## src/sv/ulb_pkg.sv

```systemverilog
// Shared types, constants and helpers for the uop cache line builder.
package ulb_pkg;

  localparam int unsigned ADDR_BITS      = 48;
  localparam int unsigned OFF_BITS       = 12;
  localparam int unsigned SIZE_BITS      = 4;
  localparam int unsigned MAX_LINE_WIDTH = 16;
  localparam int unsigned CNT_BITS       = 5;
  localparam int unsigned QUEUE_DEPTH    = 2;
  localparam int unsigned QPTR_BITS      = (QUEUE_DEPTH > 1) ? $clog2(QUEUE_DEPTH) : 1;
  localparam int unsigned QCNT_BITS      = $clog2(QUEUE_DEPTH + 1);

  localparam logic [CNT_BITS-1:0] WIDTH_RESET = CNT_BITS'(6);
  localparam logic [CNT_BITS-1:0] WIDTH_MAX   = CNT_BITS'(MAX_LINE_WIDTH);
  localparam logic [CNT_BITS-1:0] WIDTH_MIN   = CNT_BITS'(1);
  localparam logic [OFF_BITS-1:0] OFFSET_MAX  = '1;

  typedef logic [ADDR_BITS-1:0] addr_t;
  typedef logic [CNT_BITS-1:0]  cnt_t;
  typedef logic [OFF_BITS-1:0]  off_t;

  // Flags bit 0 is off-path, bit 1 is fake-nop.
  typedef logic [1:0] flags_t;

  typedef struct packed {
    addr_t                 op_addr;
    logic [SIZE_BITS-1:0]  op_size;
    logic                  end_of_macro;
    logic                  last_op;
    addr_t                 tgt_start;
    logic [OFF_BITS-1:0]   tgt_len;
    logic                  tgt_off_path;
    logic                  ft_fake_nop;
  } ulb_in_t;

  typedef struct packed {
    addr_t  line_addr;
    cnt_t   uop_count;
    off_t   next_offset;
    logic   ends_target;
    logic   line_off_path;
    logic   line_fake_nop;
    logic   last_of_step;
  } ulb_out_t;

  // Everything one accepted uop leaves for the back end: an optional held
  // full line and an optional closing line of the current fetch target.
  typedef struct packed {
    logic   held_v;
    addr_t  held_start;
    cnt_t   held_count;
    flags_t held_flags;
    addr_t  next_addr;
    logic   open_v;
    logic   open_zero;
    addr_t  open_start;
    cnt_t   open_count;
    flags_t open_flags;
    addr_t  open_end;
  } ulb_step_t;

  // Address difference modulo 2^ADDR_BITS, saturated to the offset width.
  function automatic off_t sat_offset(input addr_t to_addr, input addr_t from_addr);
    addr_t diff;
    diff = to_addr - from_addr;
    if (|diff[ADDR_BITS-1:OFF_BITS]) begin
      return OFFSET_MAX;
    end
    return diff[OFF_BITS-1:0];
  endfunction

endpackage

```

## src/sv/uop_cache_line_builder_top.sv

```systemverilog
// Top level of the uop cache line builder.
// The builder packs the uops of a fetch target into line records of up to
// line_width uops (0 acts as 1, above 16 acts as 16). It accepts one uop per
// cycle: a uop is taken whenever the two-entry step queue has room. Each uop
// leaves zero, one or two records, and records leave through a registered
// output at one per cycle while out_ready_i is high, so a uop that both
// releases a held full line and closes its own line sends the held line first
// and its own line after it. A full line is emitted only when the next uop
// arrives, since its offset depends on that uop's address. The line_width register
// may be written at any time the block is idle; writes are always accepted.
module uop_cache_line_builder_top
  import ulb_pkg::*;
(
  input  logic      clk_i,
  input  logic      rst_ni,
  input  logic      in_valid_i,
  output logic      in_ready_o,
  input  ulb_in_t   in_data_i,
  output logic      out_valid_o,
  input  logic      out_ready_i,
  output ulb_out_t  out_data_o,
  input  logic      cfg_valid_i,
  output logic      cfg_ready_o,
  input  cnt_t      cfg_data_i
);

  logic      push_valid;
  logic      push_ready;
  ulb_step_t push_data;
  logic      pop_valid;
  logic      pop;
  ulb_step_t pop_data;

  assign cfg_ready_o = 1'b1;

  ulb_front u_front (
    .clk_i        (clk_i),
    .rst_ni       (rst_ni),
    .in_valid_i   (in_valid_i),
    .in_ready_o   (in_ready_o),
    .in_data_i    (in_data_i),
    .cfg_valid_i  (cfg_valid_i && cfg_ready_o),
    .cfg_data_i   (cfg_data_i),
    .push_valid_o (push_valid),
    .push_ready_i (push_ready),
    .push_data_o  (push_data)
  );

  ulb_queue u_queue (
    .clk_i        (clk_i),
    .rst_ni       (rst_ni),
    .push_valid_i (push_valid),
    .push_ready_o (push_ready),
    .push_data_i  (push_data),
    .pop_valid_o  (pop_valid),
    .pop_i        (pop),
    .pop_data_o   (pop_data)
  );

  ulb_back u_back (
    .clk_i       (clk_i),
    .rst_ni      (rst_ni),
    .pop_valid_i (pop_valid),
    .pop_o       (pop),
    .pop_data_i  (pop_data),
    .out_valid_o (out_valid_o),
    .out_ready_i (out_ready_i),
    .out_data_o  (out_data_o)
  );

  // Every emitted line holds at least one uop and never more than the maximum.
  assert property (@(posedge clk_i) disable iff (!rst_ni)
    out_valid_o |-> (out_data_o.uop_count != '0) && (out_data_o.uop_count <= WIDTH_MAX))
    else $error("line record with invalid uop count");

  // A line that ends its fetch target is always the final record of its step.
  assert property (@(posedge clk_i) disable iff (!rst_ni)
    out_valid_o && out_data_o.ends_target |-> out_data_o.last_of_step)
    else $error("target-ending line not marked last of step");

  // A held line record is always followed by another record of the same step
  // or is itself the last one; it never carries the target-end flag.
  assert property (@(posedge clk_i) disable iff (!rst_ni)
    out_valid_o && !out_data_o.last_of_step |-> !out_data_o.ends_target)
    else $error("non-final record marked as ending the target");

  // Popping the queue requires an entry to be present.
  assert property (@(posedge clk_i) disable iff (!rst_ni)
    pop |-> pop_valid)
    else $error("queue popped while empty");

endmodule

```

## src/sv/ulb_front.sv

```systemverilog
// Front end: accepts uops, tracks the open and held lines, and classifies closures.
module ulb_front
  import ulb_pkg::*;
(
  input  logic            clk_i,
  input  logic            rst_ni,
  input  logic            in_valid_i,
  output logic            in_ready_o,
  input  ulb_in_t         in_data_i,
  input  logic            cfg_valid_i,
  input  cnt_t            cfg_data_i,
  output logic            push_valid_o,
  input  logic            push_ready_i,
  output ulb_step_t       push_data_o
);

  cnt_t   width_q;
  logic   open_valid_q, open_valid_d;
  addr_t  open_start_q, open_start_d;
  cnt_t   open_count_q, open_count_d;
  flags_t open_flags_q, open_flags_d;
  logic   held_valid_q, held_valid_d;
  addr_t  held_start_q, held_start_d;
  cnt_t   held_count_q, held_count_d;
  flags_t held_flags_q, held_flags_d;

  logic   accept;
  cnt_t   eff_width;
  addr_t  cur_start;
  flags_t cur_flags;
  cnt_t   cur_count;
  addr_t  inst_end;
  addr_t  ft_end;
  logic   ft_done;
  logic   full;

  assign in_ready_o = push_ready_i;
  assign accept     = in_valid_i && in_ready_o;

  always_comb begin
    if (width_q == '0) begin
      eff_width = WIDTH_MIN;
    end else if (width_q > WIDTH_MAX) begin
      eff_width = WIDTH_MAX;
    end else begin
      eff_width = width_q;
    end
  end

  assign cur_start = open_valid_q ? open_start_q : in_data_i.op_addr;
  assign cur_flags = open_valid_q ? open_flags_q
                                  : {in_data_i.ft_fake_nop, in_data_i.tgt_off_path};
  // The open count is kept at zero whenever no line is open.
  assign cur_count = open_count_q + CNT_BITS'(1);
  assign inst_end  = in_data_i.op_addr + ADDR_BITS'(in_data_i.op_size);
  assign ft_end    = in_data_i.tgt_start + ADDR_BITS'(in_data_i.tgt_len);
  assign ft_done   = in_data_i.end_of_macro && (inst_end == ft_end);
  assign full      = cur_count >= eff_width;

  always_comb begin
    push_data_o.held_v     = held_valid_q;
    push_data_o.held_start = held_start_q;
    push_data_o.held_count = held_count_q;
    push_data_o.held_flags = held_flags_q;
    push_data_o.next_addr  = in_data_i.op_addr;
    push_data_o.open_v     = ft_done || in_data_i.last_op;
    push_data_o.open_zero  = ft_done;
    push_data_o.open_start = cur_start;
    push_data_o.open_count = cur_count;
    push_data_o.open_flags = cur_flags;
    push_data_o.open_end   = inst_end;
    push_valid_o = accept && (held_valid_q || ft_done || in_data_i.last_op);
  end

  always_comb begin
    open_valid_d = open_valid_q;
    open_start_d = open_start_q;
    open_count_d = open_count_q;
    open_flags_d = open_flags_q;
    held_valid_d = held_valid_q;
    held_start_d = held_start_q;
    held_count_d = held_count_q;
    held_flags_d = held_flags_q;
    if (accept) begin
      held_valid_d = 1'b0;
      if (ft_done || in_data_i.last_op) begin
        open_valid_d = 1'b0;
        open_count_d = '0;
      end else if (full) begin
        // A full line waits for the next uop to learn its offset.
        held_valid_d = 1'b1;
        held_start_d = cur_start;
        held_count_d = cur_count;
        held_flags_d = cur_flags;
        open_valid_d = 1'b0;
        open_count_d = '0;
      end else begin
        open_valid_d = 1'b1;
        open_start_d = cur_start;
        open_count_d = cur_count;
        open_flags_d = cur_flags;
      end
    end
  end

  always_ff @(posedge clk_i or negedge rst_ni) begin
    if (!rst_ni) begin
      width_q      <= WIDTH_RESET;
      open_valid_q <= 1'b0;
      open_count_q <= '0;
      open_flags_q <= '0;
      held_valid_q <= 1'b0;
      held_count_q <= '0;
      held_flags_q <= '0;
    end else begin
      if (cfg_valid_i) begin
        width_q <= cfg_data_i;
      end
      open_valid_q <= open_valid_d;
      open_count_q <= open_count_d;
      open_flags_q <= open_flags_d;
      held_valid_q <= held_valid_d;
      held_count_q <= held_count_d;
      held_flags_q <= held_flags_d;
    end
  end

  always_ff @(posedge clk_i) begin
    open_start_q <= open_start_d;
    held_start_q <= held_start_d;
  end

endmodule

```

## src/sv/ulb_queue.sv

```systemverilog
// Short register queue of step results between the front and back ends.
module ulb_queue
  import ulb_pkg::*;
(
  input  logic       clk_i,
  input  logic       rst_ni,
  input  logic       push_valid_i,
  output logic       push_ready_o,
  input  ulb_step_t  push_data_i,
  output logic       pop_valid_o,
  input  logic       pop_i,
  output ulb_step_t  pop_data_o
);

  ulb_step_t              entries_q [QUEUE_DEPTH];
  logic [QPTR_BITS-1:0]   wr_ptr_q, wr_ptr_d;
  logic [QPTR_BITS-1:0]   rd_ptr_q, rd_ptr_d;
  logic [QCNT_BITS-1:0]   count_q, count_d;
  logic                   do_push;
  logic                   do_pop;

  localparam logic [QCNT_BITS-1:0] DEPTH_CNT = QCNT_BITS'(QUEUE_DEPTH);
  localparam logic [QPTR_BITS-1:0] LAST_PTR  = QPTR_BITS'(QUEUE_DEPTH - 1);

  assign push_ready_o = count_q != DEPTH_CNT;
  assign pop_valid_o  = count_q != '0;
  assign pop_data_o   = entries_q[rd_ptr_q];
  assign do_push      = push_valid_i && push_ready_o;
  assign do_pop       = pop_i && pop_valid_o;

  always_comb begin
    wr_ptr_d = wr_ptr_q;
    rd_ptr_d = rd_ptr_q;
    count_d  = count_q;
    if (do_push) begin
      wr_ptr_d = (wr_ptr_q == LAST_PTR) ? '0 : wr_ptr_q + QPTR_BITS'(1);
    end
    if (do_pop) begin
      rd_ptr_d = (rd_ptr_q == LAST_PTR) ? '0 : rd_ptr_q + QPTR_BITS'(1);
    end
    if (do_push && !do_pop) begin
      count_d = count_q + QCNT_BITS'(1);
    end else if (do_pop && !do_push) begin
      count_d = count_q - QCNT_BITS'(1);
    end
  end

  always_ff @(posedge clk_i or negedge rst_ni) begin
    if (!rst_ni) begin
      wr_ptr_q <= '0;
      rd_ptr_q <= '0;
      count_q  <= '0;
    end else begin
      wr_ptr_q <= wr_ptr_d;
      rd_ptr_q <= rd_ptr_d;
      count_q  <= count_d;
    end
  end

  always_ff @(posedge clk_i) begin
    if (do_push) begin
      entries_q[wr_ptr_q] <= push_data_i;
    end
  end

endmodule

```

## src/sv/ulb_back.sv

```systemverilog
// Back end: turns queued step results into line records and drives the output register.
module ulb_back
  import ulb_pkg::*;
(
  input  logic       clk_i,
  input  logic       rst_ni,
  input  logic       pop_valid_i,
  output logic       pop_o,
  input  ulb_step_t  pop_data_i,
  output logic       out_valid_o,
  input  logic       out_ready_i,
  output ulb_out_t   out_data_o
);

  logic     phase_q, phase_d;
  logic     out_valid_q, out_valid_d;
  ulb_out_t out_q, out_d;
  logic     emit_held;
  logic     load;
  addr_t    off_to;
  addr_t    off_from;
  off_t     offset;

  // The held line of a step goes out before the step's own closing line.
  assign emit_held = pop_data_i.held_v && !phase_q;
  assign load      = pop_valid_i && (!out_valid_q || out_ready_i);
  assign off_to    = emit_held ? pop_data_i.next_addr  : pop_data_i.open_end;
  assign off_from  = emit_held ? pop_data_i.held_start : pop_data_i.open_start;

  always_comb begin
    if (!emit_held && pop_data_i.open_zero) begin
      offset = '0;
    end else begin
      offset = sat_offset(off_to, off_from);
    end
  end

  always_comb begin
    out_d.line_addr     = emit_held ? pop_data_i.held_start    : pop_data_i.open_start;
    out_d.uop_count     = emit_held ? pop_data_i.held_count    : pop_data_i.open_count;
    out_d.next_offset   = offset;
    out_d.ends_target   = !emit_held;
    out_d.line_off_path = emit_held ? pop_data_i.held_flags[0] : pop_data_i.open_flags[0];
    out_d.line_fake_nop = emit_held ? pop_data_i.held_flags[1] : pop_data_i.open_flags[1];
    out_d.last_of_step  = !emit_held || !pop_data_i.open_v;

    phase_d     = phase_q;
    out_valid_d = out_valid_q;
    pop_o       = 1'b0;
    if (out_valid_q && out_ready_i) begin
      out_valid_d = 1'b0;
    end
    if (load) begin
      out_valid_d = 1'b1;
      if (emit_held && pop_data_i.open_v) begin
        phase_d = 1'b1;
      end else begin
        phase_d = 1'b0;
        pop_o   = 1'b1;
      end
    end
  end

  always_ff @(posedge clk_i or negedge rst_ni) begin
    if (!rst_ni) begin
      phase_q     <= 1'b0;
      out_valid_q <= 1'b0;
    end else begin
      phase_q     <= phase_d;
      out_valid_q <= out_valid_d;
    end
  end

  always_ff @(posedge clk_i) begin
    if (load) begin
      out_q <= out_d;
    end
  end

  assign out_valid_o = out_valid_q;
  assign out_data_o  = out_q;

endmodule
```

## config.mk

```make
export PLATFORM = sky130hd
export DESIGN_NAME = uop_cache_line_builder_top
export DESIGN_NICKNAME = d
export VERILOG_FILES = /design/src/sv/ulb_pkg.sv /design/src/sv/uop_cache_line_builder_top.sv /design/src/sv/ulb_front.sv /design/src/sv/ulb_queue.sv /design/src/sv/ulb_back.sv
export SDC_FILE = /design/constraint.sdc
export NUM_CORES = 1
export LEC_CHECK = 0
export BUFFER_PORTS_ARGS = -buffer_cell sky130_fd_sc_hd__buf_4
export CAP_MARGIN = 5
export CORE_ASPECT_RATIO = 0.75
export CORE_MARGIN = 2
export CORE_UTILIZATION = 48
export DETAILED_ROUTE_END_ITERATION = 10
export GPL_TIMING_DRIVEN = 0
export PLACE_DENSITY = 0.74
export REMOVE_ABC_BUFFERS = 1
export SLEW_MARGIN = 20
export SYNTH_ARGS = -nofsm -noshare
export SYNTH_HDL_FRONTEND = slang
export SYNTH_HIERARCHICAL = 1
export SYNTH_SLANG_ARGS = --single-unit
```

## constraint.sdc

```tcl
create_clock -name clk_i -period 12.8 [get_ports clk_i]
set_input_delay 1.28 -clock clk_i [delete_from_list [all_inputs] [get_ports clk_i]]
set_output_delay 1.28 -clock clk_i [all_outputs]
set_load 0.02 [all_outputs]
```

; Word-level counts from Yosys, hierarchy flattened
; Memories as Yosys holds them, arrays and structs flattened.
; Index checks and enable logic that the tools add are counted.
; Widths: inputs -> output; s select.
[totals]
inputBits = 126
mem_count = 1
ff_bits = 192
ramBits = 418
elab_cells = 96
[op_classes]
n_reduce_logical = 30
n_mux = 30
order_cmp = 2
bitwise = 2
add_sub_neg = 8
eq_ne = 2
[memory_table]
columns = name, words, word_bits, read_ports, rd_ports_with_merged_regs, wr, line_no
row1 = u_queue.entries_q, 2, 209, 1, 0, 1, ulb_queue.sv:15  ; ulb_step_t entries_q [QUEUE_DEPTH];
[ops]
columns = operator, count
row1 = $mux 48, 3
row2 = $add 48x12->48, 1
row3 = $add 48x4->48, 1
row4 = $eq 48x48->1, 1
row5 = $sub 48x48->48, 1
row6 = $reduce_or 36->1, 1
row7 = $mux 5, 5
row8 = $mux 12, 2
row9 = $mux 1, 17
row10 = $logic_and 1x1->1, 12
row11 = $logic_not 1->1, 6
row12 = $mux 2, 3
row13 = $reduce_and 3->1, 2
row14 = $reduce_bool 2->1, 3
row15 = $add 5x1->5 const B, 1
row16 = $ge 5x5->1, 1
row17 = $gt 5x5->1 const B, 1
row18 = $logic_not 5->1, 1
row19 = $logic_or 1x1->1, 5
row20 = $add 1x1->1 const B, 2
row21 = $add 2x1->2 const B, 1
row22 = $ne 2x2->1 const B, 1
row23 = $not 1->1, 2
row24 = $sub 2x1->2 const B, 1

; Depth between registers and ports, before layout
[depth]
word_depth = 11
ltp_mapped = 22
ltp_nobuf = 19

; By module
; The synthesis kept the hierarchy.
[modules_own_cells]
columns = mod, n_inst, seq_area_each_um2, cells_each, area_per_inst_um2
row1 = ulb_queue, 1, 12652.1, 668, 15352.2
row2 = ulb_front, 1, 3410.8, 745, 8296.7
row3 = ulb_back, 1, 2122.0, 956, 7470.9
row4 = uop_cache_line_builder_top, 1, 0.0, 2, 11.3

; Worst setup path after synthesis
; OpenSTA, ideal clock, no wires.
[synth_timing]
path_kind = input -> register
from = input port in_data_i[2] (netlist name)
to = memory u_queue/entries_q[0][0] (netlist name) (enable)
setup_slack_ps = -1362
stages = 15
required_ps = 12018
t_arrival_ps = 13380
path_cell_list = ha_1 -> inv_1 -> fa_1 -> nand2b_1 -> a21o_1 -> a211o_1 -> a2111oi_0 -> nand3_1 -> xor2_1 -> nand4b_1 -> a2111oi_4 -> a31oi_4 -> a21oi_1 -> nand2_1 -> nor2_1
[synth_via]
elab_chain_len = 9
[synth_rtl]
columns = element, line_no
row1 = start: declaration, uop_cache_line_builder_top.sv:18  ; input ulb_in_t in_data_i,
row2 = $add 48x12->48, ulb_front.sv:56  ; assign ft_end = in_data_i.tgt_start + ADDR_BITS'(in_data_i.tgt_len);
row3 = $eq 48x48->1, ulb_front.sv:57  ; assign ft_done = in_data_i.end_of_macro && (inst_end == ft_end);
row4 = $logic_and 1x1->1, ulb_front.sv:57
row5 = $logic_or 1x1->1 (2 in a row), ulb_front.sv:72  ; push_valid_o = accept && (held_valid_q || ft_done || in_data_i.last_op);
row6 = $logic_and 1x1->1, ulb_front.sv:72
row7 = named net push_valid, uop_cache_line_builder_top.sv:27  ; logic push_valid;
row8 = $logic_and 1x1->1, ulb_queue.sv:28  ; assign do_push = push_valid_i && push_ready_o;
row9 = $mux 1, ulb_queue.sv:61  ; if (do_push) begin
row10 = $mux 1 (implied by the code), ulb_queue.sv:62  ; entries_q[wr_ptr_q] <= push_data_i;
row11 = end: declaration, ulb_queue.sv:15
; The timed path passes the listed nets, and every way through them passes these cells.

==> results.json <==
{
  "maxCapViolations": 0,
  "grt-ovfl-total": 0,
  "syn2layout_area_growth_pct": 13.69,
  "drt-initial-drc-count": 1929,
  "cts_tree": "yes",
  "grt_pass1_vias": 19610,
  "htreeDepth": 2,
  "cts.sinks": 610,
  "hpwl_um": 60240,
  "die_w_um": 298.1,
  "rsz0062_at_grt": "no",
  "ys_seq_area_share_pct": 58.41,
  "reg2reg_depth": 16,
  "core_region_area_um2": 63860,
  "cts_buffer_depth": 3,
  "gp_congestion": 0.9029,
  "async_flop_share_pct": 4.426,
  "syn_avg_cell_area_um2": 13.13,
  "crit_type": "flip-flop to flip-flop",
  "yosys_warnings": 6,
  "cts.clk_slew.worst_paths_ns": 0.06,
  "io_buffers": 196,
  "ant_nets": 0,
  "cts_buffers": 60,
  "synthFlopType": "edfxtp_1",
  "boundaryPins": 198,
  "layout-drive-gt1-share_pct": 24.97,
  "clock_skew_ns": 0.03344,
  "ctsRootBufferMaster": "clkbuf_16",
  "p_leak_nw": 12.98,
  "cp.required_ns": 13.12,
  "seq_area_um2": 18190,
  "die_y_um": 224.6,
  "worstPathCellList": "buf_16 -> mux2_2 -> nor2b_4 -> inv_8 -> buf_16 -> mux2i_1 -> ha_1 -> a21oi_1 -> o21ai_0 -> a22oi_1 -> nand4b_1 -> or4_1 -> nor4_1 -> nand4_1 -> nor4_4 -> a21oi_1",
  "path_max_fanout": 71,
  "fin_crit_ns": 7.226,
  "finalSetupViolations": 0,
  "ir_worst_vdd_v": 0.0001673,
  "slew_headroom_pct": 33.06,
  "synth_edf_count": 583,
  "fillCellCount": 5294,
  "synth_cells": 2371,
  "yosysTopAreaCell": "edfxtp_1",
  "place_area_um2": 33390,
  "gr-usage-all-layers_pct": 24.18,
  "min_path_cells": 0,
  "fmax_mhz": 138.4,
  "r2r-end": "u_back/out_data_o[15]$_SDFFCE_PP0P_",
  "grt_pass1_wl_um": 122200,
  "regToRegStartpoint": "u_queue/rd_ptr_q$_DFFE_PN0P_",
  "postCtsSetupRepairBufs": 0,
  "finalSetupTns_ns": 0,
  "yosys.cell_types.count": 102,
  "nets": 2704,
  "worstMarginPinSlew_ns": 0.9788,
  "dieArea_um2": 66930,
  "r2r_slack_ns": 5.57,
  "final_area_um2": 35390,
  "hold_viol_final": 0,
  "end_kind": "flip-flop",
  "antenna_found_initial": 2,
  "hp-class": "flip-flop to flip-flop",
  "clk_latency_ns": 0.65,
  "grt_max_degree": 72,
  "min_to": "u_queue/entries_q[1][175]$_DFFE_PP_",
  "routedWlPerCell_um": 23.93,
  "startpoint_type": "flip-flop",
  "hp-start": "u_front/held_start_q[15]$_DFFE_PP_",
  "cp_slowest_cell": "nor4_4",
  "syn_area_um2": 31130,
  "num_rows": 80,
  "wl_um": 81750,
  "hold_buffers": 0,
  "worstPathArrival_ns": 7.55,
  "slew_viol_final": 0,
  "drc": 0,
  "initial_core_util_pct": 48.75,
  "worst_path_largest_cell_delay_ns": 0.68,
  "fin_crit_sh_pct": 56.45,
  "status": "finished, final reports clean",
  "vias_per_cell": 5.843,
  "multi_input_area_um2": 11630,
  "firstDrtPassIters": 7,
  "cts_resized": 0,
  "cellPowerDensity_nw_per_um2": 279.0,
  "vias": 19970,
  "yosys_register_bits": 610,
  "synthTopCellsByArea": "edfxtp_1, mux2_2, nand2_1",
  "yosysTopAreaCellShare_pct": 56.24
}
[worst max-delay path, delay by kind of cell (launching register included)]
kind / cells / cell delay, ns
AO/OA/AOI/OAI: 4 / 1.56
adder cells (fa/ha/maj): 1 / 0.48
buffers and inverters: 3 / 0.86
flip-flops: 1 / 0.63
multiplexers: 2 / 0.79
AND/OR/NAND/NOR: 6 / 2.47
[report_power, final]
| group | total, mW | internal, mW | switching [mW] |
|---|---|---|---|
| Sequential | 2.90 | 2.76 | 0.140 |
| Clock | 1.78 | 1.01 | 0.768 |
| Combinational | 5.20 | 1.87 | 3.33 |
| Total | 9.88 | 5.64 | 4.24 |
[cells in the mapped netlist, types with 6 or more instances]
cell,n
a2111oi_0,9
a211oi_1,8
a21boi_0,9
a21o_1,20
a21oi_1,86
a21oi_2,7
a31oi_1,11
and2_1,9
and3_1,25
and4_1,8
buf_1,7
buf_2,21
buf_4,55
buf_6,25
clkbuf_1,39
dfrtp_1,25
edfxtp_1,583
ha_1,70
inv_1,97
mux2_2,266
mux2i_1,49
nand2_1,282
nand2b_1,20
nand3_1,43
nand4_1,43
nor2_1,62
nor2b_1,13
nor3_1,39
nor4_1,35
o2111ai_1,11
o211ai_1,11
o21a_1,17
o21ai_0,59
o21bai_1,6
o31ai_1,7
or2_2,8
or3_1,13
or4_1,9
xnor2_1,76
xnor3_1,19
xor2_1,45
[worst max path at each step]
stage	start	endpoint	slack [ns]	depth (start not counted)
CTS	u_queue/rd_ptr_q$_DFFE_PN0P_	u_back/out_data_o[15]$_SDFFCE_PP0P_	5.71	16
global route	in_data_i[68]	u_queue/entries_q[0][185]$_DFFE_PP_	5.37	21
global placement	u_queue/rd_ptr_q$_DFFE_PN0P_	u_back/out_data_o[15]$_SDFFCE_PP0P_	-9.19	14
detailed placement	in_data_i[68]	u_queue/entries_q[0][79]$_DFFE_PP_	5.18	21
floorplan	in_data_i[2]	u_queue/entries_q[0][0]$_DFFE_PP_	-1.37	15
finish	u_queue/rd_ptr_q$_DFFE_PN0P_	u_back/out_data_o[15]$_SDFFCE_PP0P_	5.57	16
[flip-flops by register name, summed over array words and instances, names as in the netlist]
| register | cells |
|---|---|
| u_queue/entries_q | 418 |
| u_back/phase_q | 1 |
| u_front/open_count_q | 5 |
| u_front/open_start_q | 48 |
| u_front/held_start_q | 48 |
| u_queue/rd_ptr_q | 1 |
| u_front/held_flags_q | 2 |
| u_front/width_q | 5 |
| u_front/held_valid_q | 1 |
| u_front/open_valid_q | 1 |
| u_front/held_count_q | 5 |
| u_back/out_valid_o | 1 |
| u_front/open_flags_q | 2 |
| u_queue/count_q | 2 |
| u_back/out_data_o | 69 |
| u_queue/wr_ptr_q | 1 |
[metal layers]
metal	vias to the layer above	GRT usage [%]	share of wire, %
met2	746	36.04	44
li1	9153	-	-
met3	98	3.767	7.1
met1	9970	37.24	47
met4	0	5.495	1.8
met5	-	0	0
[cell usage in the layout (no fill, tap or decap), drive strengths merged, types with 12 or more instances in the layout]
cell     Yosys  layout
nand4       46      46
a31oi       12      12
nor4        38      38
o211ai      13      13
nand2b      20      20
a21oi       94      94
xnor2       77      77
mux2       267     267
mux2i       49      49
clkbuf      42      68
or3         13      13
nand2      282     282
a21o        20      20
nand3       44      44
xor2        46      46
o21a        17      17
dfrtp       25      25
and3        25      25
nor2b       13      13
edfxtp     583     583
xnor3       19      19
inv         98     103
nor3        40      40
o2111ai     12      12
ha          70      70
o21ai       65      65
buf        108     222
clkinv       0      27
nor2        64      64
[logic make-up (layout without fill, tap and decap cells)]
kind of cell	after synthesis	in the layout	share of synthesized area (%)
adders and majority gates	73	73	3.006
AOI/OAI and AO/OA	336	336	7.568
other	1	2	0.01205
DFF	610	610	58.41
muxes	316	316	11.23
and+or+nand+nor	641	641	10.22
buffers and inverters	248	432	4.353
xor gates and xnor gates	146	146	5.189
[through the flow]
step | setup slack [ns] | hold slack [ns] | cells | power [mW] | utilization [%]
3_5_place_dp | 5.175 | 0.4296 | 3304 | 8.057 | 52.28
6_report | 5.574 | 0.4362 | 3417 | 9.875 | 55.42
2_1_floorplan | -1.371 | 0.4215 | 2221 | 6.459 | -
5_1_grt | 5.372 | 0.4442 | 3416 | 10.44 | 55.42
3_3_place_gp | -9.187 | 0.4216 | 3278 | 8.185 | 51.19
4_1_cts | 5.711 | 0.4411 | 3416 | 9.867 | 55.42
[layout make-up]
cell class	instances	area share, %
diodes	1	0.007070
clock buffers	68	4.327
clock inverters	44	1.336
inverters	98	1.082
multi-input cells	1513	32.86
flip-flops and latches	610	51.40
well taps	861	3.044
repair buffers	222	5.943
Power figures use the tool's default switching activity.
